## src/hdl/fpct_pkg.sv

```systemverilog
// Shared package for the frustum plane cull test block.
// Holds opcodes, datapath widths, the plane table and the MAC control type.
// No dependencies.
package fpct_pkg;

  localparam logic [1:0] OP_LOAD  = 2'd0;
  localparam logic [1:0] OP_POINT = 2'd1;
  localparam logic [1:0] OP_CUBE  = 2'd2;

  localparam int COORD_WIDTH_DEF = 32;
  localparam int ELEM_W          = 32;
  localparam int MAT_DEPTH       = 16;
  localparam int COEF_W          = 33;
  localparam int OPA_W           = 35;
  localparam int OPB_W           = 17;
  localparam int ACC_W           = 68;
  localparam int HALF_SHIFT      = 16;
  localparam int NUM_PLANES      = 6;

  typedef struct packed {
    logic load;
    logic issue;
    logic high_half;
  } mac_ctrl_t;

  // Matrix column that is combined with column four for each plane.
  function automatic logic [1:0] plane_col(input logic [2:0] plane);
    logic [1:0] col;
    unique case (plane)
      3'd0, 3'd1: col = 2'd2;
      3'd2, 3'd3: col = 2'd0;
      3'd4, 3'd5: col = 2'd1;
      default:    col = 2'd0;
    endcase
    return col;
  endfunction

  // One when the plane adds the column, zero when it subtracts it.
  function automatic logic plane_add(input logic [2:0] plane);
    logic add;
    unique case (plane)
      3'd0, 3'd2, 3'd5: add = 1'b1;
      3'd1, 3'd3, 3'd4: add = 1'b0;
      default:          add = 1'b0;
    endcase
    return add;
  endfunction

endpackage

```

## src/hdl/fpct_mac.sv

```systemverilog
// Shared multiply-accumulate unit: one 35x17 signed product per cycle,
// registered, then added into a wide accumulator. Depends on fpct_pkg.
module fpct_mac (
  input  logic                                 clk,
  input  logic                                 rst,
  input  fpct_pkg::mac_ctrl_t                  ctrl,
  input  logic signed [fpct_pkg::ACC_W-1:0]    init,
  input  logic signed [fpct_pkg::OPA_W-1:0]    op_a,
  input  logic signed [fpct_pkg::OPB_W-1:0]    op_b,
  output logic signed [fpct_pkg::ACC_W-1:0]    acc
);

  localparam int PROD_W = fpct_pkg::OPA_W + fpct_pkg::OPB_W;

  logic signed [PROD_W-1:0]         prod;
  logic                             prod_vld;
  logic                             prod_high;
  logic signed [fpct_pkg::ACC_W-1:0] prod_ext;

  always_ff @(posedge clk) begin
    if (rst) begin
      prod_vld <= 1'b0;
    end else begin
      prod_vld <= ctrl.issue;
    end
  end

  always_ff @(posedge clk) begin
    prod      <= op_a * op_b;
    prod_high <= ctrl.high_half;
  end

  always_comb begin
    prod_ext = fpct_pkg::ACC_W'(prod);
    if (prod_high) begin
      prod_ext = prod_ext <<< fpct_pkg::HALF_SHIFT;
    end
  end

  always_ff @(posedge clk) begin
    if (ctrl.load) begin
      acc <= init;
    end else if (prod_vld) begin
      acc <= acc + prod_ext;
    end
  end

endmodule

```

## config.mk

```make
export PLATFORM = sky130hd
export DESIGN_NAME = fpct_mac
export DESIGN_NICKNAME = d
export VERILOG_FILES = /design/src/hdl/fpct_pkg.sv /design/src/hdl/fpct_mac.sv
export SDC_FILE = /design/constraint.sdc
export NUM_CORES = 2
export LEC_CHECK = 0
export ABC_CLOCK_PERIOD_IN_PS = 16650
export BUFFER_PORTS_ARGS = -buffer_cell sky130_fd_sc_hd__buf_2
export CAP_MARGIN = 40
export CELL_PAD_IN_SITES_DETAIL_PLACEMENT = 0
export CELL_PAD_IN_SITES_GLOBAL_PLACEMENT = 1
export CORE_AREA = 2 2 237 239
export DETAILED_ROUTE_END_ITERATION = 8
export DIE_AREA = 0 0 239 241
export PLACE_DENSITY_LB_ADDON = 0.1
export RECOVER_POWER = 25
export SYNTH_ARGS = -nofsm -noshare
export SYNTH_HDL_FRONTEND = slang
export SYNTH_SLANG_ARGS = --single-unit
```

## constraint.sdc

```tcl
create_clock -name clk -period 16.65 [get_ports clk]
set_clock_uncertainty 0.1 [all_clocks]
set_input_delay 2.4975 -clock clk [delete_from_list [all_inputs] [get_ports clk]]
set_output_delay 2.4975 -clock clk [all_outputs]
set_load 0.05 [all_outputs]
```

==> impl_metrics.ini <==
[final_layout]
final_util = 0.559
final_nets = 4188
insertedDiodeCount = 0
multiInputGateArea_mm2 = 0.0228
num-fill-cells = 5163
layout-drive-gt1-share = 0.0780
regArea_mm2 = 0.00312
area.growth.synth_to_final_pct = 6.57

[setup_path]
cp.required_ps = 16860
crit_arrival_ps = 9380
setup.worst_path.class = in -> reg
end_kind = register
worstPathMaxFanout = 35
slowest_delay_ps = 1300
worstSetupStartpointType = input pin
slowest_stage = clkbuf_1
crit_chain = clkbuf_1 > and2_1 > ha_1 > fa_1 > inv_1 > fa_1 > inv_1 > fa_1 > inv_1 > fa_1 > inv_1 > ha_1 > and3_1 > a31oi_1 > o21ai_0 > nand2b_1 > o22ai_1 > a2111oi_0 > a211o_1 > a21oi_1 > xnor2_1

[synthesis]
synth_xor_area_frac = 0.0326
synthDistinctLibCells = 80
synth_nets = 4116
async_flop_share = 0
synth_top_family_by_area = adder cells
yosysTopAreaCell = fa_1
synth_area_mm2 = 0.0288
synth-seq-cells = 122
synth_flop_cell = edfxtp_1
synth_top_area_frac = 0.394
ys_seq_area_frac = 0.109
synthMuxAreaShare = 0.0159
synthCells = 3236
avgSynthCellArea_um2 = 8.89
synth-compound-area-share = 0.0969
synthAdderAreaFrac = 0.476
yosys.area_share.simple = 0.172
synth_enable_flop_cells = 68
synth_area_leaders = fa_1, ha_1, inv_1, edfxtp_1, nand2_1
yosys_warnings = 0

[grt]
grt_antenna_before_repair = 0
grt_max_degree = 75
grt_pass1_vias = 23687
grt.overflow.total = 0
track_usage = 0.296
grt_pass1_wl_um = 131000

[sta]
fmax_ghz = 0.109
fin_crit_sh = 0.550
timing.hold.ws_ps = 555
final-hold-violation-count = 0
drv_slew = 95
worst_slack_ps = 7490
finalSetupTns_ps = 0
max_slew_margin = -0.382
fin_crit_ps = 9160
rsz0062_at_grt = no
tightest_slew_ps = 2070
finalSetupViolations = 0

[status]
status = finished with violations
violations = max-capacitance violations, max-slew violations

[clock_tree]
cts.sinks = 122
cts_tree = done
cts_buffers = 17
cts_resized = 0
clk_latency_ps = 430
clk_pin_slew_ps = 60
hold_buffers = 0
post-cts-setup-buffers = 0
htreeDepth = 4
cts-root-buf = clkbuf_16
clockBufferDepth = 2

[route]
first_pass_iters = 6
ant_nets = 0
drcViolationCount = 0
drt_iter0_drc = 1471
via_per_inst = 5.53
wl_um = 82400
num_vias = 22253
wl_per_cell_um = 20.5

[placed_design]
io_buffers = 192
hpwl_um = 66000
gp_congestion = 0.943
dp_slack_ps = 7340

[floorplanning]
io_pins = 193
core.rowCount = 86
die_area_mm2 = 0.0576
die_h_um = 241
core_area_mm2 = 0.0549
die_w_um = 239
start_util = 0.524

[run]
cap_violations = 2

[worst_hold_path]
hp-class = reg -> reg
==> path summary, 6_finish.rpt <==
check / startpoint / to / slack [ps] / cells after the start
max: op_b[0] / prod[48] / 7490 / 21
min: prod_vld / acc[39] / 550 / 2
max reg2reg: prod_high / acc[56] / 12330 / 12
min reg2reg: prod_vld / acc[39] / 550 / 2
==> metrics by stage <==
stage / cells / area, µm²
after floorplan: 3236 / 28800
final: 4025 / 30700
after global routing: 4025 / 30700
after CTS: 4025 / 30700
after detailed placement: 3993 / 30100
after global placement: 3992 / 30100
==> area by class of cell <==
cell class                 instances  share of cell area
multi-input combinational       2366               0.745
tap                              704              0.0287
clock inverter                    13             0.00375
sequential                       122               0.102
timing repair buffer             197              0.0315
inverter                         604              0.0739
clock buffer                      19              0.0155
==> cells in the mapped netlist, types with 22 or more instances <==
master and count:
mux2_2 38, fa_1 567, a21oi_1 123, ha_1 188, edfxtp_1 68, nor2_1 98
xnor2_1 67, o21ai_1 24, clkbuf_1 132, nor2b_1 27, o21ai_0 95, xor2_1 40
dfxtp_1 54, nand2_1 497, and2_1 261, a21o_1 46, nand3_1 28, and3_1 22
inv_1 604
==> critical path, delay by kind of cell <==
family / cells / cell delay, ps
buffers and inverters: 5 / 1750
adder cells (fa/ha/maj): 6 / 3140
XOR/XNOR: 1 / 130
AND/OR/NAND/NOR: 3 / 710
AO/OA/AOI/OAI: 6 / 1160
==> sequential cells by signal, indices dropped and copies added (netlist names) <==
name,cells
prod_vld,1
prod_high,1
acc,68
prod,52
==> cell usage in the layout (no fill, tap or decap), types with 38 or more instances in the layout <==
cell	synthesis	routed
clkbuf_1	132	42
fa_1	567	567
mux2_2	38	38
nand2_1	497	497
and2_1	261	260
xnor2_1	67	67
nor2_1	98	98
a21oi_1	123	123
buf_2	6	150
edfxtp_1	68	68
ha_1	188	188
a21o_1	46	46
o21ai_0	95	95
inv_1	604	604
dfxtp_1	54	53
xor2_1	40	40
==> per-layer routing <==
metal  up-vias  GRT usage  wire [µm]
met1     11096      0.424      37500
met4         0     0.0809       1830
met3       129     0.0361       5420
li1      10193          -          -
met5         -          0          0
met2       835      0.476      37700
==> cell families after synthesis <==
group	after synthesis
compound gates	434
xor+xnor	107
mux	41
simple gates	1029
flops	122
fa+ha+maj	755
buf+inv	748
Power is not shown: default switching activity piles up to over one toggle a cycle in this logic, so the estimate is an artifact.
